--- config.mk ---
export PLATFORM = sky130hd
export DESIGN_NAME = dependency_gated_task_scoreboard_flat
export DESIGN_NICKNAME = d
export VERILOG_FILES = /design/src/rtl/dgts_pkg.sv /design/src/rtl/dgts_if.sv /design/src/rtl/dgts_datapath.sv /design/src/rtl/dgts_ctrl.sv /design/src/rtl/dependency_gated_task_scoreboard.sv /design/src/flat_wrapper.sv
export SDC_FILE = /design/constraint.sdc
export NUM_CORES = 1
export LEC_CHECK = 0
export BUFFER_PORTS_ARGS = -buffer_cell sky130_fd_sc_hd__buf_2
export CORE_AREA = 4 4 212 214
export CTS_BUF_LIST = sky130_fd_sc_hd__clkbuf_8
export CTS_CLUSTER_SIZE = 14
export DETAILED_ROUTE_END_ITERATION = 6
export DIE_AREA = 0 0 216 218
export SKIP_CTS_REPAIR_TIMING = 1
export SYNTH_ARGS = -nofsm -noshare
export SYNTH_HDL_FRONTEND = slang
export SYNTH_HIERARCHICAL = 1
export SYNTH_SLANG_ARGS = --single-unit
--- constraint.sdc ---
create_clock -name clk -period 5.99 [get_ports clk]
set_input_delay 0.2995 -clock clk [delete_from_list [all_inputs] [get_ports clk]]
set_output_delay 0.2995 -clock clk [all_outputs]
set_load 0.005 [all_outputs]
--- src/rtl/dgts_pkg.sv ---
// ----------------------------------------------------------------------------
// dgts_pkg - shared definitions for the dependency-gated task scoreboard
// Field widths, request kinds, outcome codes and controller/datapath structs.
// ----------------------------------------------------------------------------
`default_nettype none

package dgts_pkg;

	// Field widths
	localparam int KIND_W    = 2;
	localparam int GEN_W     = 64;
	localparam int TASK_W    = 3;
	localparam int MATRIX_W  = 64;
	localparam int OUTCOME_W = 4;
	localparam int MASK_W    = 8;
	localparam int STATUS_W  = 2;
	localparam int COUNT_W   = 4;

	// Matrix layout: one row of ROW_STRIDE bits per task
	localparam int ROW_STRIDE = 8;

	// Default task count
	localparam int NUM_TASKS_DEF = 8;

	// Request kinds
	localparam logic [KIND_W-1:0] KIND_BEGIN    = 2'd0;
	localparam logic [KIND_W-1:0] KIND_ROUTE    = 2'd1;
	localparam logic [KIND_W-1:0] KIND_COMPLETE = 2'd2;
	localparam logic [KIND_W-1:0] KIND_CANCEL   = 2'd3;

	// Outcome codes
	localparam logic [OUTCOME_W-1:0] OUT_OK             = 4'd0;
	localparam logic [OUTCOME_W-1:0] OUT_DEFER          = 4'd1;
	localparam logic [OUTCOME_W-1:0] OUT_STALE          = 4'd2;
	localparam logic [OUTCOME_W-1:0] OUT_CANCELLED      = 4'd3;
	localparam logic [OUTCOME_W-1:0] OUT_NOT_ACTIVE     = 4'd4;
	localparam logic [OUTCOME_W-1:0] OUT_DUPLICATE      = 4'd5;
	localparam logic [OUTCOME_W-1:0] OUT_NOT_ROUTED     = 4'd6;
	localparam logic [OUTCOME_W-1:0] OUT_GEN_ZERO       = 4'd7;
	localparam logic [OUTCOME_W-1:0] OUT_SELF_DEP       = 4'd8;
	localparam logic [OUTCOME_W-1:0] OUT_CYCLE          = 4'd9;
	localparam logic [OUTCOME_W-1:0] OUT_CANCEL_REFUSED = 4'd10;

	// Task status codes
	localparam logic [STATUS_W-1:0] STAT_PENDING     = 2'd0;
	localparam logic [STATUS_W-1:0] STAT_AVAILABLE   = 2'd1;
	localparam logic [STATUS_W-1:0] STAT_UNAVAILABLE = 2'd2;

	// Controller to datapath commands
	typedef struct packed {
		logic capture;     // latch the accepted request, seed reachability
		logic reach_step;  // one closure iteration over the reachability rows
		logic commit;      // update scoreboard state and the result register
	} dgts_cmd_t;

	// Datapath to controller status
	typedef struct packed {
		logic [KIND_W-1:0] kind;
	} dgts_sts_t;

endpackage

`default_nettype wire

--- src/rtl/dgts_if.sv ---
// ----------------------------------------------------------------------------
// dgts_if - request and result channels of the task scoreboard
// Valid/ready channels; a transfer happens when valid and ready are both high.
// ----------------------------------------------------------------------------
`default_nettype none

interface dgts_req_if;
	logic                        valid;
	logic                        ready;
	logic [dgts_pkg::KIND_W-1:0] kind;
	logic [dgts_pkg::GEN_W-1:0]  generation;
	logic [dgts_pkg::TASK_W-1:0] task_index;
	logic                        available;

	modport source (output valid, kind, generation, task_index, available, input ready);
	modport sink   (input valid, kind, generation, task_index, available, output ready);
endinterface

interface dgts_rsp_if;
	logic                           valid;
	logic                           ready;
	logic [dgts_pkg::OUTCOME_W-1:0] outcome;
	logic [dgts_pkg::MASK_W-1:0]    released_mask;
	logic [dgts_pkg::STATUS_W-1:0]  task_status;
	logic                           is_active;
	logic                           is_cancelled;
	logic [dgts_pkg::COUNT_W-1:0]   deferred_count;

	modport source (output valid, outcome, released_mask, task_status, is_active,
		is_cancelled, deferred_count, input ready);
	modport sink   (input valid, outcome, released_mask, task_status, is_active,
		is_cancelled, deferred_count, output ready);
endinterface

`default_nettype wire

--- src/rtl/dgts_datapath.sv ---
// ----------------------------------------------------------------------------
// dgts_datapath - scoreboard state, reachability closure and result register
// Holds the matrix register, the lifecycle and task sets, and evaluates one
// request per commit. Reachability rows iterate one closure step per cycle.
// ----------------------------------------------------------------------------
`default_nettype none

module dgts_datapath #(
	parameter int NUM_TASKS = dgts_pkg::NUM_TASKS_DEF
) (
	input  wire                                 clk,
	input  wire                                 arst_n,
	// configuration
	input  wire                                 cfg_we,
	input  wire  [dgts_pkg::MATRIX_W-1:0]       cfg_wdata,
	// request payload
	input  wire  [dgts_pkg::KIND_W-1:0]         kind,
	input  wire  [dgts_pkg::GEN_W-1:0]          generation,
	input  wire  [dgts_pkg::TASK_W-1:0]         task_index,
	input  wire                                 available,
	// result payload
	output logic [dgts_pkg::OUTCOME_W-1:0]      outcome,
	output logic [dgts_pkg::MASK_W-1:0]         released_mask,
	output logic [dgts_pkg::STATUS_W-1:0]       task_status,
	output logic                                is_active,
	output logic                                is_cancelled,
	output logic [dgts_pkg::COUNT_W-1:0]        deferred_count,
	// control
	input  dgts_pkg::dgts_cmd_t                 cmd,
	output dgts_pkg::dgts_sts_t                 sts
);

	localparam int N = NUM_TASKS;

	// Configuration and latched request
	logic [dgts_pkg::MATRIX_W-1:0] cfg_q;
	logic [dgts_pkg::KIND_W-1:0]   kind_q;
	logic [dgts_pkg::GEN_W-1:0]    gen_q;
	logic [dgts_pkg::TASK_W-1:0]   task_q;
	logic                          avail_q;

	// Scoreboard state
	logic [dgts_pkg::GEN_W-1:0] cur_gen_q;
	logic                       active_q;
	logic                       cancelled_q;
	logic [N-1:0]               routed_q;
	logic [N-1:0]               deferred_q;
	logic [N-1:0]               completed_q;
	logic [N-1:0]               avail_set_q;
	logic [N-1:0]               plan_q [N];
	logic [N-1:0]               reach_q [N];

	// Next-state and result values
	logic [N-1:0]                    cfg_row [N];
	logic [N-1:0]                    reach_nxt [N];
	logic                            self_dep;
	logic                            cyclic;
	logic                            in_range;
	logic [N-1:0]                    tbit;
	logic [N-1:0]                    settled_now;
	logic [N-1:0]                    settled_after;
	logic                            gen_match;
	logic                            begin_ok;
	logic [dgts_pkg::OUTCOME_W-1:0]  outcome_d;
	logic [N-1:0]                    released_d;
	logic                            active_d;
	logic                            cancelled_d;
	logic [N-1:0]                    routed_d;
	logic [N-1:0]                    deferred_d;
	logic [N-1:0]                    completed_d;
	logic [N-1:0]                    avail_set_d;
	logic [dgts_pkg::STATUS_W-1:0]   status_d;
	logic [dgts_pkg::COUNT_W-1:0]    count_d;

	// kind of the request on offer, for the sequencer's branch at acceptance
	assign sts.kind = kind;

	// Matrix rows and closure step
	always_comb begin
		for (int p = 0; p < N; p++) begin
			cfg_row[p] = cfg_q[p*dgts_pkg::ROW_STRIDE +: N];
		end
		for (int p = 0; p < N; p++) begin
			reach_nxt[p] = reach_q[p];
			for (int q = 0; q < N; q++) begin
				if (reach_q[p][q]) begin
					reach_nxt[p] = reach_nxt[p] | reach_q[q];
				end
			end
		end
		self_dep = 1'b0;
		cyclic   = 1'b0;
		for (int p = 0; p < N; p++) begin
			self_dep = self_dep | cfg_row[p][p];
			cyclic   = cyclic | reach_q[p][p];
		end
	end

	// Addressed task and settledness
	always_comb begin
		in_range  = {1'b0, task_q} < (dgts_pkg::TASK_W+1)'(N);
		tbit      = in_range ? (N'(1) << task_q) : '0;
		gen_match = gen_q == cur_gen_q;
		for (int p = 0; p < N; p++) begin
			settled_now[p]   = ~|(plan_q[p] & ~completed_q);
			settled_after[p] = ~|(plan_q[p] & ~(completed_q | tbit));
		end
	end

	// Request evaluation
	always_comb begin
		outcome_d   = dgts_pkg::OUT_OK;
		released_d  = '0;
		begin_ok    = 1'b0;
		active_d    = active_q;
		cancelled_d = cancelled_q;
		routed_d    = routed_q;
		deferred_d  = deferred_q;
		completed_d = completed_q;
		avail_set_d = avail_set_q;
		unique case (kind_q)
			dgts_pkg::KIND_BEGIN: begin
				if (gen_q == '0) begin
					outcome_d = dgts_pkg::OUT_GEN_ZERO;
				end else if (self_dep) begin
					outcome_d = dgts_pkg::OUT_SELF_DEP;
				end else if (cyclic) begin
					outcome_d = dgts_pkg::OUT_CYCLE;
				end else begin
					begin_ok    = 1'b1;
					active_d    = 1'b1;
					cancelled_d = 1'b0;
					routed_d    = '0;
					deferred_d  = '0;
					completed_d = '0;
					avail_set_d = '0;
				end
			end
			dgts_pkg::KIND_ROUTE: begin
				if (!gen_match) begin
					outcome_d = dgts_pkg::OUT_STALE;
				end else if (cancelled_q) begin
					outcome_d = dgts_pkg::OUT_CANCELLED;
				end else if (!active_q) begin
					outcome_d = dgts_pkg::OUT_NOT_ACTIVE;
				end else if (!in_range) begin
					outcome_d = dgts_pkg::OUT_NOT_ROUTED;
				end else if (|((completed_q | routed_q) & tbit)) begin
					outcome_d = dgts_pkg::OUT_DUPLICATE;
				end else if (|(deferred_q & tbit)) begin
					outcome_d = dgts_pkg::OUT_DEFER;
				end else if (!(|(settled_now & tbit))) begin
					outcome_d  = dgts_pkg::OUT_DEFER;
					deferred_d = deferred_q | tbit;
				end else begin
					routed_d = routed_q | tbit;
				end
			end
			dgts_pkg::KIND_COMPLETE: begin
				if (!gen_match) begin
					outcome_d = dgts_pkg::OUT_STALE;
				end else if (cancelled_q) begin
					outcome_d = dgts_pkg::OUT_CANCELLED;
				end else if (!active_q) begin
					outcome_d = dgts_pkg::OUT_NOT_ACTIVE;
				end else if (!(|(routed_q & tbit))) begin
					outcome_d = dgts_pkg::OUT_NOT_ROUTED;
				end else begin
					routed_d    = routed_q & ~tbit;
					completed_d = completed_q | tbit;
					avail_set_d = avail_q ? (avail_set_q | tbit) : avail_set_q;
					released_d  = deferred_q & settled_after;
					deferred_d  = deferred_q & ~released_d;
				end
			end
			dgts_pkg::KIND_CANCEL: begin
				if (!active_q || !gen_match) begin
					outcome_d = dgts_pkg::OUT_CANCEL_REFUSED;
				end else begin
					active_d    = 1'b0;
					cancelled_d = 1'b1;
					routed_d    = '0;
					deferred_d  = '0;
				end
			end
		endcase
	end

	// Reported status and deferred population after the step
	always_comb begin
		if (|(completed_d & tbit)) begin
			status_d = (|(avail_set_d & tbit)) ? dgts_pkg::STAT_AVAILABLE
			                                   : dgts_pkg::STAT_UNAVAILABLE;
		end else begin
			status_d = dgts_pkg::STAT_PENDING;
		end
		count_d = '0;
		for (int p = 0; p < N; p++) begin
			count_d = count_d + dgts_pkg::COUNT_W'(deferred_d[p]);
		end
	end

	// Matrix register
	always_ff @(posedge clk or negedge arst_n) begin
		if (!arst_n) begin
			cfg_q <= '0;
		end else if (cfg_we) begin
			cfg_q <= cfg_wdata;
		end
	end

	// Request latch and reachability rows
	always_ff @(posedge clk) begin
		if (cmd.capture) begin
			kind_q  <= kind;
			gen_q   <= generation;
			task_q  <= task_index;
			avail_q <= available;
			for (int p = 0; p < N; p++) begin
				reach_q[p] <= cfg_row[p];
			end
		end else if (cmd.reach_step) begin
			for (int p = 0; p < N; p++) begin
				reach_q[p] <= reach_nxt[p];
			end
		end
	end

	// Scoreboard state
	always_ff @(posedge clk or negedge arst_n) begin
		if (!arst_n) begin
			cur_gen_q   <= '0;
			active_q    <= 1'b0;
			cancelled_q <= 1'b0;
			routed_q    <= '0;
			deferred_q  <= '0;
			completed_q <= '0;
			avail_set_q <= '0;
			for (int p = 0; p < N; p++) begin
				plan_q[p] <= '0;
			end
		end else if (cmd.commit) begin
			active_q    <= active_d;
			cancelled_q <= cancelled_d;
			routed_q    <= routed_d;
			deferred_q  <= deferred_d;
			completed_q <= completed_d;
			avail_set_q <= avail_set_d;
			if (begin_ok) begin
				cur_gen_q <= gen_q;
				for (int p = 0; p < N; p++) begin
					plan_q[p] <= cfg_row[p];
				end
			end
		end
	end

	// Result register
	always_ff @(posedge clk) begin
		if (cmd.commit) begin
			outcome        <= outcome_d;
			released_mask  <= dgts_pkg::MASK_W'(released_d);
			task_status    <= status_d;
			is_active      <= active_d;
			is_cancelled   <= cancelled_d;
			deferred_count <= count_d;
		end
	end

endmodule

`default_nettype wire

--- src/rtl/dgts_ctrl.sv ---
// ----------------------------------------------------------------------------
// dgts_ctrl - request sequencer for the task scoreboard
// Accepts a request, runs the closure iterations for a begin, then commits
// into the result register as soon as that register is free.
// ----------------------------------------------------------------------------
`default_nettype none

module dgts_ctrl #(
	parameter int NUM_TASKS = dgts_pkg::NUM_TASKS_DEF
) (
	input  wire                  clk,
	input  wire                  arst_n,
	input  wire                  in_valid,
	output logic                 in_ready,
	output logic                 out_valid,
	input  wire                  out_ready,
	input  dgts_pkg::dgts_sts_t  sts,
	output dgts_pkg::dgts_cmd_t  cmd
);

	localparam int CNT_W = $clog2(NUM_TASKS);
	localparam logic [CNT_W-1:0] LAST_STEP = CNT_W'(NUM_TASKS - 1);

	localparam logic [1:0] ST_IDLE   = 2'd0;
	localparam logic [1:0] ST_CLOSE  = 2'd1;
	localparam logic [1:0] ST_COMMIT = 2'd2;

	logic [1:0]       state_q;
	logic [1:0]       state_d;
	logic [CNT_W-1:0] step_q;
	logic             out_valid_q;
	logic             accept;
	logic             slot_free;

	assign in_ready  = state_q == ST_IDLE;
	assign out_valid = out_valid_q;
	assign accept    = in_valid && in_ready;
	assign slot_free = !out_valid_q || out_ready;

	// Commands
	assign cmd.capture    = accept;
	assign cmd.reach_step = state_q == ST_CLOSE;
	assign cmd.commit     = (state_q == ST_COMMIT) && slot_free;

	// Next state; a begin runs the closure steps first
	always_comb begin
		state_d = state_q;
		unique case (state_q)
			ST_IDLE: begin
				if (in_valid) begin
					if (sts.kind == dgts_pkg::KIND_BEGIN) begin
						state_d = ST_CLOSE;
					end else begin
						state_d = ST_COMMIT;
					end
				end
			end
			ST_CLOSE: begin
				if (step_q == LAST_STEP) begin
					state_d = ST_COMMIT;
				end
			end
			ST_COMMIT: begin
				if (slot_free) begin
					state_d = ST_IDLE;
				end
			end
			default: begin
				state_d = ST_IDLE;
			end
		endcase
	end

	// State, step counter and result valid
	always_ff @(posedge clk or negedge arst_n) begin
		if (!arst_n) begin
			state_q     <= ST_IDLE;
			step_q      <= '0;
			out_valid_q <= 1'b0;
		end else begin
			state_q <= state_d;
			if (accept) begin
				step_q <= '0;
			end else if (state_q == ST_CLOSE) begin
				step_q <= step_q + 1'b1;
			end
			if (cmd.commit) begin
				out_valid_q <= 1'b1;
			end else if (out_ready) begin
				out_valid_q <= 1'b0;
			end
		end
	end

	// Checks
	a_one_cmd: assert property (@(posedge clk) disable iff (!arst_n)
		$onehot0({cmd.capture, cmd.reach_step, cmd.commit}))
		else $error("more than one datapath command in a cycle");

	a_busy_after_accept: assert property (@(posedge clk) disable iff (!arst_n)
		accept |=> !in_ready)
		else $error("request taken while the previous one is in flight");

	a_close_ends: assert property (@(posedge clk) disable iff (!arst_n)
		(state_q == ST_CLOSE) && (step_q == LAST_STEP) |=> state_q == ST_COMMIT)
		else $error("closure did not end after the last step");

	a_commit_shows: assert property (@(posedge clk) disable iff (!arst_n)
		cmd.commit |=> out_valid && in_ready)
		else $error("committed result not presented");

endmodule

`default_nettype wire

--- src/rtl/dependency_gated_task_scoreboard.sv ---
// ----------------------------------------------------------------------------
// dependency_gated_task_scoreboard - prerequisite-gated task tracker
// Usage:
//   req carries one request (kind, generation, task_index, available); rsp
//   returns exactly one result per request. cfg_we/cfg_wdata write the
//   dependency matrix; write it only while no request is outstanding.
//   A request is taken only while the block is idle. Route, complete and
//   cancel pass from acceptance to the commit state and on to the result
//   register; begin first passes through the closure state, since the
//   cycle check runs one reachability closure step per cycle over all
//   rows in parallel, NUM_TASKS steps. The result register parts the two
//   sides: a new request is taken while a result waits; if rsp stays
//   stalled, the next result is held back in the sequencer until the
//   register frees, and req.ready stays low. Reset (arst_n low) clears
//   the matrix, generation, lifecycle flags and all task sets at once;
//   the block is ready as soon as reset is released.
// ----------------------------------------------------------------------------
`default_nettype none

module dependency_gated_task_scoreboard #(
	parameter int NUM_TASKS = dgts_pkg::NUM_TASKS_DEF
) (
	input  wire                              clk,
	input  wire                              arst_n,
	input  wire                              cfg_we,
	input  wire  [dgts_pkg::MATRIX_W-1:0]    cfg_wdata,
	dgts_req_if.sink                         req,
	dgts_rsp_if.source                       rsp
);

	dgts_pkg::dgts_cmd_t cmd;
	dgts_pkg::dgts_sts_t sts;

	dgts_ctrl #(
		.NUM_TASKS (NUM_TASKS)
	) u_ctrl (
		.clk       (clk),
		.arst_n    (arst_n),
		.in_valid  (req.valid),
		.in_ready  (req.ready),
		.out_valid (rsp.valid),
		.out_ready (rsp.ready),
		.sts       (sts),
		.cmd       (cmd)
	);

	dgts_datapath #(
		.NUM_TASKS (NUM_TASKS)
	) u_datapath (
		.clk            (clk),
		.arst_n         (arst_n),
		.cfg_we         (cfg_we),
		.cfg_wdata      (cfg_wdata),
		.kind           (req.kind),
		.generation     (req.generation),
		.task_index     (req.task_index),
		.available      (req.available),
		.outcome        (rsp.outcome),
		.released_mask  (rsp.released_mask),
		.task_status    (rsp.task_status),
		.is_active      (rsp.is_active),
		.is_cancelled   (rsp.is_cancelled),
		.deferred_count (rsp.deferred_count),
		.cmd            (cmd),
		.sts            (sts)
	);

endmodule

`default_nettype wire
--- src/flat_wrapper.sv ---
// flat-port wrapper written by rule: the top's interface ports become plain ports
module dependency_gated_task_scoreboard_flat 
#(
	parameter int NUM_TASKS = dgts_pkg::NUM_TASKS_DEF
)
  (clk, arst_n, cfg_we, cfg_wdata, req_valid, req_kind, req_generation, req_task_index, req_available, req_ready, rsp_valid, rsp_outcome, rsp_released_mask, rsp_task_status, rsp_is_active, rsp_is_cancelled, rsp_deferred_count, rsp_ready);
  dgts_req_if req_i ();
  dgts_rsp_if rsp_i ();
  input  wire clk;
  input  wire arst_n;
  input  wire cfg_we;
  input  wire  [dgts_pkg::MATRIX_W-1:0] cfg_wdata;
  input wire logic [$bits(req_i.valid)-1:0] req_valid;
  input wire logic [$bits(req_i.kind)-1:0] req_kind;
  input wire logic [$bits(req_i.generation)-1:0] req_generation;
  input wire logic [$bits(req_i.task_index)-1:0] req_task_index;
  input wire logic [$bits(req_i.available)-1:0] req_available;
  output wire logic [$bits(req_i.ready)-1:0] req_ready;
  output wire logic [$bits(rsp_i.valid)-1:0] rsp_valid;
  output wire logic [$bits(rsp_i.outcome)-1:0] rsp_outcome;
  output wire logic [$bits(rsp_i.released_mask)-1:0] rsp_released_mask;
  output wire logic [$bits(rsp_i.task_status)-1:0] rsp_task_status;
  output wire logic [$bits(rsp_i.is_active)-1:0] rsp_is_active;
  output wire logic [$bits(rsp_i.is_cancelled)-1:0] rsp_is_cancelled;
  output wire logic [$bits(rsp_i.deferred_count)-1:0] rsp_deferred_count;
  input wire logic [$bits(rsp_i.ready)-1:0] rsp_ready;
  assign req_i.valid = req_valid;
  assign req_i.kind = req_kind;
  assign req_i.generation = req_generation;
  assign req_i.task_index = req_task_index;
  assign req_i.available = req_available;
  assign req_ready = req_i.ready;
  assign rsp_valid = rsp_i.valid;
  assign rsp_outcome = rsp_i.outcome;
  assign rsp_released_mask = rsp_i.released_mask;
  assign rsp_task_status = rsp_i.task_status;
  assign rsp_is_active = rsp_i.is_active;
  assign rsp_is_cancelled = rsp_i.is_cancelled;
  assign rsp_deferred_count = rsp_i.deferred_count;
  assign rsp_i.ready = rsp_ready;
  dependency_gated_task_scoreboard #(.NUM_TASKS(NUM_TASKS)) u_core (.clk(clk), .arst_n(arst_n), .cfg_we(cfg_we), .cfg_wdata(cfg_wdata), .req(req_i), .rsp(rsp_i));
endmodule
# ---- Word level (Yosys, flattened, before mapping)
# Memories as Yosys holds them, arrays and structs flattened.
# Index checks and enable logic that the tools add are counted.
# Widths: inputs -> output; s select.
dict set report totals {
  ff_bits 322
  mem_bits_rw 64
  inputBits 139
  output_inout_bits 22
  word_cells 405
  memories 1
}
dict set report op_classes {
  addsub 8
  n_eq_ne 24
  shifts 1
  n_mux 163
  bitwise 124
  n_reduce_logical 55
}
# name depth width read_ports rd_ports_with_merged_regs write_ports line
set mem_list {}
lappend mem_list {u_core.u_datapath.reach_q 8 8 8 0 8 dgts_datapath.sv:51} ;# logic [N-1:0] reach_q [N];
# operator n
set ops {}
lappend ops {{$mux 8} 115}
lappend ops {{$or 8x8->8} 69}
lappend ops {{$and 8x8->8} 25}
lappend ops {{$reduce_or 8->1} 22}
lappend ops {{$eq 64x64->1} 1}
lappend ops {{$logic_not 64->1} 1}
lappend ops {{$pmux 8 s4} 2}
lappend ops {{$ne 2x2->1 const B} 17}
lappend ops {{$not 8->8} 4}
lappend ops {{$pmux 8 s2} 2}
lappend ops {{$mux 3} 10}
lappend ops {{$or 1x1->1} 22}
lappend ops {{$mux 1} 21}
lappend ops {{$logic_not 1->1} 19}
lappend ops {{$add 4x1->4} 4}
lappend ops {{$mux 4} 4}
lappend ops {{$pmux 4 s4} 1}
lappend ops {{$reduce_and 15->1} 1}
lappend ops {{$mux 2} 5}
lappend ops {{$shl 1x3->8 const A} 1}
lappend ops {{$eq 2x2->1 const B} 3}
lappend ops {{$logic_not 2->1} 3}
lappend ops {{$pmux 2 s3} 1}
lappend ops {{$reduce_or 5->1} 1}
lappend ops {{other kinds (13)} 21}

# ---- Depth between registers and ports, before layout
# Gate-level depths: netlist of run 1.
dict set report logic_depth {
  word_depth 21
  ltp_mapped 21
  depth_no_buf 17
}

# ---- Modules after synthesis
# The synthesis of run 1 kept the hierarchy.
# module n_inst cells_each area_per_inst_um2 seq_area_each_um2
set by_module_without_submodules {}
lappend by_module_without_submodules {dgts_datapath 1 1576 18929.4 10279.9}
lappend by_module_without_submodules {dgts_ctrl 1 26 310.3 150.1}

# ---- Worst setup path before layout of run 1
# Ideal clock, no wire load.
dict set report synth_timing {
  path_type {reg2reg}
  from {reg u_core/u_datapath/task_q[1] in the netlist's numbering}
  to {reg u_core/u_datapath/deferred_count[2] in the netlist's numbering, data pin}
  setup_time_ns 0.258
  arrival_time_ns 4.471
  required_time_ns 5.732
  slack_ns 1.262
  stages_incl_launch_ff 22
  synth_period_minus_slack_ns 4.728
  cell_sequence {edfxtp_1 buf_6 buf_12 nand3_1 o22ai_1 a211oi_2 o211ai_1 or3_1 and4bb_1 buf_4 buf_6 a21oi_2 a211oi_2 fa_1 inv_1 fa_1 fa_1 inv_1 ha_1 inv_1 fa_1 xnor2_1}
}
dict set report synth_between {
  elab_chain_len 21
}
# item line
set synth_lines {}
lappend synth_lines {{start: declaration} dgts_datapath.sv:39} ;# logic [dgts_pkg::TASK_W-1:0] task_q;
lappend synth_lines {{start signal: assignment} dgts_datapath.sv:217} ;# task_q <= task_index;
lappend synth_lines {{$shl 1x3->8 (*)} dgts_datapath.sv:102} ;# tbit = in_range ? (N'(1) << task_q) : '0;
lappend synth_lines {{$or 8x8->8} dgts_datapath.sv:106} ;# settled_after[p] = ~|(plan_q[p] & ~(completed_q | tbit));
lappend synth_lines {{$not 8->8} dgts_datapath.sv:106}
lappend synth_lines {{$and 8x8->8} dgts_datapath.sv:106}
lappend synth_lines {{$reduce_or 8->1} dgts_datapath.sv:106}
lappend synth_lines {{$logic_not 1->1} dgts_datapath.sv:106}
lappend synth_lines {{$and 8x8->8} dgts_datapath.sv:172} ;# released_d = deferred_q & settled_after;
lappend synth_lines {{$not 8->8} dgts_datapath.sv:173} ;# deferred_d = deferred_q & ~released_d;
lappend synth_lines {{(+4 left out)} n/a}
lappend synth_lines {{$mux 8} dgts_datapath.sv:160} ;# if (!gen_match) begin
lappend synth_lines {{$pmux 8 s4 (*)} dgts_datapath.sv:121} ;# unique case (kind_q)
lappend synth_lines {{via u_core.u_datapath.deferred_d[0]} dgts_datapath.sv:69} ;# logic [N-1:0] deferred_d;
lappend synth_lines {{$add 1x1->2 (*)} dgts_datapath.sv:199} ;# count_d = count_d + dgts_pkg::COUNT_W'(deferred_d[p]);
lappend synth_lines {{$add 2x1->3 (*)} dgts_datapath.sv:199}
lappend synth_lines {{$add 3x1->4 (*)} dgts_datapath.sv:199}
lappend synth_lines {{$add 4x1->4 (*) (4 in series)} dgts_datapath.sv:199}
lappend synth_lines {{via u_core.u_datapath.count_d, one bit} dgts_datapath.sv:73} ;# logic [dgts_pkg::COUNT_W-1:0] count_d;
lappend synth_lines {{end signal: assignment} dgts_datapath.sv:266} ;# deferred_count <= count_d;
lappend synth_lines {{end: declaration} dgts_datapath.sv:27} ;# output logic [dgts_pkg::COUNT_W-1:0] deferred_count,
# Mark *: on every way through the listed nets, which the timed path passes. The rest lies on a longest branch.
# A chain may end at the register's enable or synchronous reset.

# ---- Worst setup path after layout of run 1
dict set report layout_timing {
  from {reg u_core/u_datapath/task_q[2] in the netlist's numbering}
  to {reg u_core/u_datapath/deferred_count[2] in the netlist's numbering, data pin}
}
# The elaborated chain is that of the path after synthesis.

==> results of run 1 <==
-- synthesized netlist by cell type (25+ instances only) --
cell type | count | area, sq um
sky130_fd_sc_hd__dfrtp_1 | 232 | 5810
sky130_fd_sc_hd__a22oi_1 | 118 | 886
sky130_fd_sc_hd__xnor2_1 | 65 | 569
sky130_fd_sc_hd__a21o_1 | 47 | 353
sky130_fd_sc_hd__mux2_2 | 196 | 2210
sky130_fd_sc_hd__a21oi_1 | 108 | 541
sky130_fd_sc_hd__nor4_1 | 25 | 156
sky130_fd_sc_hd__nor2_1 | 54 | 203
sky130_fd_sc_hd__o21ai_0 | 29 | 145
sky130_fd_sc_hd__nand4_1 | 37 | 231
sky130_fd_sc_hd__a31oi_1 | 55 | 344
sky130_fd_sc_hd__nand2_1 | 77 | 289
sky130_fd_sc_hd__edfxtp_1 | 154 | 4620
sky130_fd_sc_hd__a222oi_1 | 56 | 561
sky130_fd_sc_hd__clkbuf_1 | 86 | 323
-- flip-flops by register name, indices dropped and copies added (netlist names) --
| register | count |
|---|---|
| u_core/u_datapath/is_cancelled | 1 |
| u_core/u_datapath/completed_q | 8 |
| u_core/u_datapath/task_q | 3 |
| u_core/u_datapath/outcome | 4 |
| u_core/u_datapath/cfg_q | 64 |
| u_core/u_datapath/deferred_count | 4 |
| u_core/u_datapath/cur_gen_q | 64 |
| u_core/u_datapath/cancelled_q | 1 |
| u_core/u_ctrl/state_q | 2 |
| u_core/u_datapath/avail_set_q | 8 |
| u_core/u_ctrl/step_q | 3 |
| u_core/u_datapath/gen_q | 64 |
| u_core/u_datapath/kind_q | 2 |
| u_core/u_datapath/is_active | 1 |
| u_core/u_datapath/task_status | 2 |
| u_core/u_datapath/avail_q | 1 |
| u_core/u_datapath/reach_q | 64 |
| u_core/u_ctrl/out_valid | 1 |
| u_core/u_datapath/deferred_q | 8 |
| u_core/u_datapath/routed_q | 8 |
| u_core/u_datapath/active_q | 1 |
| u_core/u_datapath/released_mask | 8 |
| u_core/u_datapath/plan_q | 64 |
-- per-layer routing --
| metal | track usage [%] | wire [microns] | vias up |
|---|---|---|---|
| li1 | - | - | 6802 |
| met1 | 35.5 | 25900 | 7614 |
| met2 | 39.2 | 29300 | 870 |
| met3 | 5.10 | 5420 | 133 |
| met4 | 7.08 | 1580 | 2 |
| met5 | 0.625 | 34 | - |
-- worst paths after layout --
check / startpoint / slack, ps / endpoint / depth (start not counted)
worst max-delay path: u_core/u_datapath/task_q[2] / 410 / u_core/u_datapath/deferred_count[2] / 17
worst min-delay path: req_valid / 50 / u_core/u_ctrl/state_q[0] / 3
worst max register to register: u_core/u_datapath/task_q[2] / 410 / u_core/u_datapath/deferred_count[2] / 17
worst min register to register: u_core/u_ctrl/step_q[2] / 510 / u_core/u_ctrl/step_q[2] / 1
max in group asynchronous: arst_n / 4380 / u_core/u_datapath/cancelled_q / 3
min in group asynchronous: arst_n / 310 / u_core/u_datapath/cfg_q[17] / 2
-- through the flow --
step	power [mW]	worst slack, ps	cells
finish	8.90	408	2510
global route	9.31	35.0	2510
CTS	8.78	429	2374
detailed placement	6.42	426	2250
global placement	6.39	539	2250
floorplan	5.52	1260	1602
-- logic make-up (layout without fill, tap and decap cells) --
kind of cell    count (synthesis)  in the layout  synth area share (%)
compound gates                491            491                  18.1
xor+xnor                       65             65                  2.96
fa+ha+maj                      13             13                  1.00
buf+inv                       155            478                  3.65
flops                         386            386                  54.2
mux                           201            201                  11.8
simple gates                  291            291                  8.29
-- area by class of cell --
class	instances	share of cell area [%]
sequential	386	45.1
inverter	30	0.487
clock inverter	44	0.942
clock buffer	80	4.76
timing repair buffer	324	10.4
tap	585	3.17
multi-input combinational	1061	35.2
-- cell usage in the layout, fill, tap and decap left out, types with 9 or more instances in the layout --
master and instances:
sky130_fd_sc_hd__dfrtp_1 232, sky130_fd_sc_hd__mux2_2 196, sky130_fd_sc_hd__buf_2 159, sky130_fd_sc_hd__edfxtp_1 154, sky130_fd_sc_hd__dlygate4sd3_1 136, sky130_fd_sc_hd__a22oi_1 118
sky130_fd_sc_hd__a21oi_1 108, sky130_fd_sc_hd__clkbuf_8 80, sky130_fd_sc_hd__nand2_1 77, sky130_fd_sc_hd__xnor2_1 65, sky130_fd_sc_hd__a222oi_1 56, sky130_fd_sc_hd__a31oi_1 55
sky130_fd_sc_hd__nor2_1 54, sky130_fd_sc_hd__inv_1 53, sky130_fd_sc_hd__a21o_1 47, sky130_fd_sc_hd__nand4_1 37, sky130_fd_sc_hd__o21ai_0 29, sky130_fd_sc_hd__buf_4 27
sky130_fd_sc_hd__nor4_1 25, sky130_fd_sc_hd__nand3_1 21, sky130_fd_sc_hd__o22ai_1 14, sky130_fd_sc_hd__and2_1 14, sky130_fd_sc_hd__clkinv_1 9, sky130_fd_sc_hd__ha_1 9
-- power by group through the flow --
stage / combinational, mW / sequential, mW / clock [mW]
floorplan: 1.84 / 3.68 / 0
global placement: 1.87 / 4.52 / 0
detailed placement: 1.89 / 4.53 / 0
CTS: 1.89 / 4.49 / 2.40
global route: 2.18 / 4.60 / 2.53
finish: 1.97 / 4.60 / 2.33
-- critical path, stage by stage, from the launching register on --
cell and delay, ps:
sky130_fd_sc_hd__edfxtp_1 730, sky130_fd_sc_hd__nand3_1 330, sky130_fd_sc_hd__o22ai_1 140, sky130_fd_sc_hd__a211oi_2 230, sky130_fd_sc_hd__o211ai_1 140, sky130_fd_sc_hd__or3_1 430, sky130_fd_sc_hd__and4bb_1 690, sky130_fd_sc_hd__a21oi_2 120
sky130_fd_sc_hd__a211oi_2 260, sky130_fd_sc_hd__fa_1 430, sky130_fd_sc_hd__inv_1 80, sky130_fd_sc_hd__fa_1 420, sky130_fd_sc_hd__fa_1 440, sky130_fd_sc_hd__inv_1 70, sky130_fd_sc_hd__ha_1 160, sky130_fd_sc_hd__inv_1 60
sky130_fd_sc_hd__fa_1 440, sky130_fd_sc_hd__xnor2_1 140
==> impl_metrics.prom, run 1 <==
# TYPE chip_impl_metric gauge
chip_impl_metric{name="synth_edf_count",unit=""} 154
chip_impl_metric{name="drt_iter0_drc",unit=""} 2071
chip_impl_info{name="critPathLaunchType",value="register"} 1
chip_impl_metric{name="clockPowerShare",unit="%"} 26.1
chip_impl_metric{name="detailed_place.area",unit="sq um"} 20400
chip_impl_metric{name="die_x",unit="microns"} 216
chip_impl_metric{name="stdcell_area",unit="sq um"} 23100
chip_impl_info{name="status",value="finished, violations left"} 1
chip_impl_metric{name="fin_tns_setup",unit="ps"} 0
chip_impl_metric{name="post_synthesis_mean_instance_area",unit="sq um"} 12.0
chip_impl_metric{name="yosysWarningCount",unit=""} 6
chip_impl_metric{name="max_slew_margin",unit="%"} 39.7
chip_impl_metric{name="final.setup_skew",unit="ps"} 24.2
chip_impl_metric{name="total_of_buffers_placed_on_input_and_output_ports",unit=""} 160
chip_impl_metric{name="data_arrival_critical_path",unit="ps"} 5940
chip_impl_metric{name="max_cap_violations",unit=""} 0
chip_impl_metric{name="post_synth_num_cell_types",unit=""} 84
chip_impl_info{name="endpoint_kind",value="register"} 1
chip_impl_metric{name="maxClockFrequency",unit="MHz"} 179
chip_impl_metric{name="syn2layout_area_growth",unit="%"} 20.1
chip_impl_metric{name="ant_nets",unit=""} 0
chip_impl_metric{name="num-fill-cells",unit=""} 3711
chip_impl_metric{name="transition_time_of_the_tightest_slew_check_pin",unit="ps"} 904
chip_impl_metric{name="clk_transition_reported_paths",unit="ps"} 60
chip_impl_metric{name="yosysSeqAreaShare",unit="%"} 54.2
chip_impl_metric{name="gp_congestion",unit=""} 0.917
chip_impl_info{name="cts-root-buf",value="sky130_fd_sc_hd__clkbuf_8"} 1
chip_impl_metric{name="synth-seq-cells",unit=""} 386
chip_impl_metric{name="grt_pass1_vias",unit=""} 14532
chip_impl_metric{name="async_flop_share",unit="%"} 60.1
chip_impl_info{name="grt_setup_unrepaired",value="no"} 1
chip_impl_metric{name="drt-pass1-iter-count",unit=""} 7
chip_impl_metric{name="n_antenna_cell",unit=""} 0
chip_impl_metric{name="seqCellArea",unit="sq um"} 10400
chip_impl_metric{name="antenna_violations_before_repair",unit=""} 0
chip_impl_metric{name="irDropWorstVdd",unit="mV"} 0.190
chip_impl_metric{name="detail_route.wl_per_cell",unit="microns"} 24.8
chip_impl_metric{name="h_tree_lvls",unit=""} 3
chip_impl_metric{name="insertion_delay",unit="ps"} 630
chip_impl_metric{name="p_comb_share",unit="%"} 22.2
chip_impl_metric{name="ioPinCount",unit=""} 161
chip_impl_metric{name="leakagePower",unit="nW"} 9.77
chip_impl_metric{name="min_period_over_period",unit="%"} 93.2
chip_impl_metric{name="final_net_count",unit=""} 2022
chip_impl_metric{name="report.final.setup_viol",unit=""} 0
chip_impl_metric{name="multi_input_gate_area",unit="sq um"} 8130
chip_impl_metric{name="remaining_drc_errors",unit=""} 96
chip_impl_metric{name="globalRouteOverflowTotal",unit=""} 0
chip_impl_info{name="worst-setup-path-type",value="register to register"} 1
chip_impl_info{name="synthFlopType",value="sky130_fd_sc_hd__dfrtp_1"} 1
chip_impl_metric{name="worst_ep_required_time",unit="ps"} 6350
chip_impl_metric{name="grt_start_max_net_pins",unit=""} 141
chip_impl_metric{name="layout_cells_sized_above_1",unit="%"} 26.2
chip_impl_metric{name="first_pass_grt_wire_length",unit="microns"} 91100
chip_impl_metric{name="utilization",unit="%"} 53.9
chip_impl_metric{name="finalHoldViolations",unit=""} 0
chip_impl_metric{name="cts_buffers",unit=""} 67
chip_impl_info{name="violations",value="DRC"} 1
chip_impl_metric{name="die_y",unit="microns"} 218
chip_impl_metric{name="mean_number_of_vias_per_cell",unit=""} 6.14
chip_impl_metric{name="place_hpwl",unit="microns"} 40800
chip_impl_metric{name="total_switching_power",unit="mW"} 3.38
chip_impl_metric{name="synth_area",unit="sq um"} 19200
chip_impl_metric{name="internal_power",unit="mW"} 5.52
chip_impl_metric{name="initial_core_util",unit="%"} 44.9
chip_impl_metric{name="vias",unit=""} 15421
chip_impl_metric{name="sw_frac_of_total",unit="%"} 38.0
chip_impl_metric{name="clock_tree.buffer_depth",unit=""} 3
chip_impl_metric{name="cts.sinks",unit=""} 386
chip_impl_metric{name="period_minus_slack",unit="ps"} 5580
chip_impl_metric{name="groute.usage.overall",unit="%"} 25.0
chip_impl_metric{name="fp-row-count",unit=""} 76
chip_impl_metric{name="drt-total-wl",unit="microns"} 62200
chip_impl_metric{name="syn-num-nets",unit=""} 1754
chip_impl_metric{name="crit_fanout",unit=""} 24
chip_impl_metric{name="hold-worst-slack",unit="ps"} 53.5
chip_impl_metric{name="floorplan.core_area",unit="sq um"} 42900
chip_impl_metric{name="power_frac_seq",unit="%"} 51.7
chip_impl_metric{name="synthesis.instances",unit=""} 1602
chip_impl_info{name="tritoncts_clock_tree",value="yes"} 1
chip_impl_info{name="timing.hold.worst.class",value="input port to register"} 1
chip_impl_metric{name="power_per_cell_area",unit="nW/um^2"} 385
chip_impl_metric{name="dieArea",unit="sq um"} 47100
chip_impl_metric{name="total_count_of_max_transition_violations_in_the_final_report",unit=""} 0
Note: power is estimated with default switching activity, not from simulation.
==> run 2, diff against run 1 <==
--- a/config.mk
+++ b/config.mk
@@ -5,12 +5,13 @@
 export SDC_FILE = /design/constraint.sdc
 export NUM_CORES = 1
 export LEC_CHECK = 0
+export ABC_AREA = 1
 export BUFFER_PORTS_ARGS = -buffer_cell sky130_fd_sc_hd__buf_2
-export CORE_AREA = 4 4 212 214
+export CORE_AREA = 4 4 218 220
 export CTS_BUF_LIST = sky130_fd_sc_hd__clkbuf_8
 export CTS_CLUSTER_SIZE = 14
 export DETAILED_ROUTE_END_ITERATION = 6
-export DIE_AREA = 0 0 216 218
+export DIE_AREA = 0 0 222 224
 export SKIP_CTS_REPAIR_TIMING = 1
 export SYNTH_ARGS = -nofsm -noshare
 export SYNTH_HDL_FRONTEND = slang
==> impl_metrics.prom, run 2 <==
# TYPE chip_impl_metric gauge
chip_impl_metric{name="globalRouteOverflowTotal",unit=""} 0
chip_impl_info{name="synth_top_cells_by_area",value="sky130_fd_sc_hd__dfrtp_1 28%, sky130_fd_sc_hd__edfxtp_1 23%, sky130_fd_sc_hd__nand2_1 12%"} 1
chip_impl_info{name="worst_setup_path_endpoint",value="u_core/u_datapath/deferred_count[2]"} 1
chip_impl_metric{name="data_arrival_critical_path",unit="ps"} 5420
chip_impl_metric{name="async_flop_share",unit="%"} 60.1
chip_impl_metric{name="groute.usage.overall",unit="%"} 28.8
chip_impl_metric{name="die_x",unit="microns"} 222
chip_impl_metric{name="synth_edf_count",unit=""} 154
chip_impl_metric{name="timing.critical_path.depth",unit=""} 22
chip_impl_metric{name="floorplan.core_area",unit="sq um"} 45300
chip_impl_info{name="synth_top_cell_by_area",value="sky130_fd_sc_hd__dfrtp_1"} 1
chip_impl_metric{name="dieArea",unit="sq um"} 49700
chip_impl_metric{name="finalHoldViolations",unit=""} 0
chip_impl_metric{name="min_period_over_period",unit="%"} 84.0
chip_impl_info{name="timing.critical_path.max_delay_family",value="adder cells"} 1
chip_impl_metric{name="yosysWarningCount",unit=""} 6
chip_impl_metric{name="fin_tns_setup",unit="ps"} 0
chip_impl_info{name="r2r_start",value="u_core/u_datapath/completed_q[7]"} 1
chip_impl_metric{name="syn-num-nets",unit=""} 2639
chip_impl_metric{name="period_minus_slack",unit="ps"} 5030
chip_impl_metric{name="critical_path.max_stage_delay",unit="ps"} 540
chip_impl_metric{name="irDropWorstVdd",unit="mV"} 0.369
chip_impl_info{name="leading_cell_type_in_the_layout_fill_and_taps_excluded",value="sky130_fd_sc_hd__nand2_1"} 1
chip_impl_metric{name="drt-pass1-iter-count",unit=""} 6
chip_impl_metric{name="post_synth_num_cell_types",unit=""} 46
chip_impl_metric{name="detail_route.wl_per_cell",unit="microns"} 21.9
chip_impl_metric{name="insertion_delay",unit="ps"} 650
chip_impl_metric{name="worst_slack",unit="ps"} 958
chip_impl_metric{name="max_cap_violations",unit=""} 0
chip_impl_metric{name="synth-seq-cells",unit=""} 386
chip_impl_info{name="cts-root-buf",value="sky130_fd_sc_hd__clkbuf_8"} 1
chip_impl_metric{name="gp_congestion",unit=""} 1.04
chip_impl_info{name="worst-setup-path-type",value="register to register"} 1
chip_impl_info{name="tritoncts_clock_tree",value="yes"} 1
chip_impl_metric{name="hold-worst-slack",unit="ps"} 17.3
chip_impl_metric{name="drt-total-wl",unit="microns"} 74600
chip_impl_info{name="critPathSlowestCell",value="sky130_fd_sc_hd__fa_1"} 1
chip_impl_metric{name="cts_buffers",unit=""} 71
chip_impl_metric{name="clk_transition_reported_paths",unit="ps"} 60
chip_impl_metric{name="antenna_violations_before_repair",unit=""} 2
chip_impl_metric{name="yosysSeqAreaShare",unit="%"} 51.2
chip_impl_metric{name="crit_fanout",unit=""} 10
chip_impl_metric{name="total_of_buffers_placed_on_input_and_output_ports",unit=""} 160
chip_impl_info{name="synthFlopType",value="sky130_fd_sc_hd__dfrtp_1"} 1
chip_impl_metric{name="initial_core_util",unit="%"} 45.0
chip_impl_metric{name="mean_number_of_vias_per_cell",unit=""} 5.71
chip_impl_info{name="grt_setup_unrepaired",value="no"} 1
chip_impl_metric{name="ioPinCount",unit=""} 161
chip_impl_info{name="timing.hold.worst.class",value="input port to register"} 1
chip_impl_metric{name="syn2layout_area_growth",unit="%"} 19.6
chip_impl_metric{name="rrSetupSlack",unit="ps"} 960
chip_impl_metric{name="place_hpwl",unit="microns"} 51000
chip_impl_metric{name="power_per_cell_area",unit="nW/um^2"} 404
chip_impl_metric{name="timing.critical_path.buf_inv",unit=""} 5
chip_impl_info{name="startpoint",value="u_core/u_datapath/completed_q[7]"} 1
chip_impl_metric{name="worst_ep_required_time",unit="ps"} 6380
chip_impl_info{name="timing.rr.end",value="u_core/u_datapath/deferred_count[2]"} 1
chip_impl_info{name="endpoint_kind",value="register"} 1
chip_impl_metric{name="post_synthesis_mean_instance_area",unit="sq um"} 8.19
chip_impl_metric{name="grt_pass1_vias",unit=""} 18416
chip_impl_metric{name="transition_time_of_the_tightest_slew_check_pin",unit="ps"} 1180
chip_impl_metric{name="die_y",unit="microns"} 224
chip_impl_metric{name="clock_tree.buffer_depth",unit=""} 3
chip_impl_metric{name="ant_nets",unit=""} 0
chip_impl_metric{name="numPlacedInstances",unit=""} 3137
chip_impl_metric{name="max_slew_margin",unit="%"} 21.5
chip_impl_info{name="critPathLaunchType",value="register"} 1
chip_impl_metric{name="synth_top_area_share",unit="%"} 28.5
chip_impl_metric{name="worst-r2r-cell-count",unit=""} 22
chip_impl_metric{name="final.setup_skew",unit="ps"} 26.6
chip_impl_metric{name="remaining_drc_errors",unit=""} 0
chip_impl_metric{name="fp-row-count",unit=""} 78
chip_impl_metric{name="leakagePower",unit="nW"} 11.0
chip_impl_info{name="most-common-layout-cells",value="652 x sky130_fd_sc_hd__nand2_1, 331 x sky130_fd_sc_hd__inv_1, 241 x sky130_fd_sc_hd__o21ai_0"} 1
chip_impl_metric{name="h_tree_lvls",unit=""} 3
chip_impl_metric{name="final_net_count",unit=""} 2898
chip_impl_metric{name="layoutNonFillerInstCount",unit=""} 3405
chip_impl_info{name="status",value="finished clean"} 1
chip_impl_metric{name="dp_slack",unit="ps"} 1000
chip_impl_metric{name="report.final.setup_viol",unit=""} 0
chip_impl_metric{name="vias",unit=""} 19452
chip_impl_metric{name="cts.sinks",unit=""} 386
chip_impl_metric{name="total_count_of_max_transition_violations_in_the_final_report",unit=""} 0
chip_impl_metric{name="synthesis.instances",unit=""} 2487
chip_impl_metric{name="layout_cells_sized_above_1",unit="%"} 11.9
chip_impl_metric{name="drt_iter0_drc",unit=""} 2619
chip_impl_info{name="synth.top_cells.by_count",value="654 x sky130_fd_sc_hd__nand2_1, 302 x sky130_fd_sc_hd__inv_1, 241 x sky130_fd_sc_hd__o21ai_0, 232 x sky130_fd_sc_hd__dfrtp_1, 154 x sky130_fd_sc_hd__edfxtp_1"} 1
chip_impl_info{name="timing.critical_path.cells",value="clkinv_1 > nand2_1 > nand2_1 > nor3_1 > nand3_1 > nand2_1 > nor2_1 > nand2_2 > nor2_1 > nand3_1 > o21ai_1 > nand3_1 > inv_1 > fa_1 > inv_1 > fa_1 > fa_1 > inv_1 > ha_1 > inv_1 > fa_1 > xnor2_1"} 1
chip_impl_metric{name="grt_start_max_net_pins",unit=""} 137
chip_impl_metric{name="first_pass_grt_wire_length",unit="microns"} 111000
chip_impl_metric{name="maxClockFrequency",unit="MHz"} 199
chip_impl_info{name="synth_most_common_cell",value="sky130_fd_sc_hd__nand2_1"} 1
chip_impl_metric{name="synth_area",unit="sq um"} 20400
[run 2: changes by cell type after synthesis, sizes merged, moves of 28 or more]
cell | previous run | this run
nor2 | 56 | 150
mux2 | 196 | 0
nand3 | 22 | 86
nor3 | 8 | 36
inv | 24 | 320
a221oi | 8 | 54
a222oi | 56 | 0
nand2 | 78 | 663
xnor2 | 65 | 1
a21o | 47 | 0
a22oi | 118 | 21
o22ai | 14 | 116
o21ai | 30 | 266
a31oi | 55 | 3
[run 2: cells by family (layout without fill, tap and decap cells)]
kind of cell	Yosys count	in the layout	synth area share, %
other cells	0	2	0
flops	386	386	51.2
simple gates	975	975	19.7
fa+ha+maj	13	13	0.946
xor+xnor	20	20	0.860
buf+inv	471	787	8.99
compound gates	622	622	18.3
[run 2: power breakdown]
group | internal [mW] | leakage (nW) | total [mW] | switching [mW]
Combinational | 0.902 | 5.62 | 3.07 | 2.17
Sequential | 3.41 | 4.53 | 4.22 | 0.815
Clock | 1.39 | 0.848 | 2.57 | 1.18
[run 2: area by class of cell]
type | count | area, sq um
sequential | 386 | 10400
tap | 600 | 751
clock buffer | 85 | 1170
timing repair buffer | 312 | 2310
multi-input combinational | 1630 | 8140
clock inverter | 45 | 278
fill | 4189 | 20900
inverter | 345 | 1290
antenna | 2 | 5.00
[run 2: worst min-delay path by stage]
| stage | from | endpoint | cells after the start |
|---|---|---|---|
| final | req_valid | u_core/u_ctrl/step_q[2] | 4 |
| after floorplan | arst_n | u_core/u_ctrl/out_valid | 0 |
| after global placement | arst_n | u_core/u_datapath/avail_set_q[1] | 1 |
| after CTS | arst_n | u_core/u_datapath/completed_q[6] | 1 |
| after detailed placement | arst_n | u_core/u_datapath/avail_set_q[1] | 1 |
| after global routing | req_valid | u_core/u_ctrl/step_q[2] | 4 |
[run 2: through the flow]
| step | cell area [sq um] | util [%] | total power [mW] |
|---|---|---|---|
| floorplan | 20400 | - | 5.81 |
| global placement | 21600 | 47.6 | 7.16 |
| detailed placement | 21600 | 47.6 | 7.12 |
| CTS | 23000 | 50.8 | 9.71 |
| global route | 24400 | 53.8 | 10.3 |
| finish | 24400 | 53.8 | 9.86 |
[run 2: routing by layer]
layer | vias up | global-route usage (%) | part of all wire [%]
met5 | - | 0 | 0.023
met4 | 2 | 12.8 | 5.2
met3 | 261 | 7.76 | 9.8
met2 | 1053 | 43.8 | 44
met1 | 9201 | 39.1 | 41
li1 | 8935 | - | -
[run 2: worst min-delay path: stages]
cell                      delay [ps]
sky130_fd_sc_hd__buf_2            90
sky130_fd_sc_hd__o21ai_1         100
sky130_fd_sc_hd__nand2_1          70
sky130_fd_sc_hd__nand2_1          40
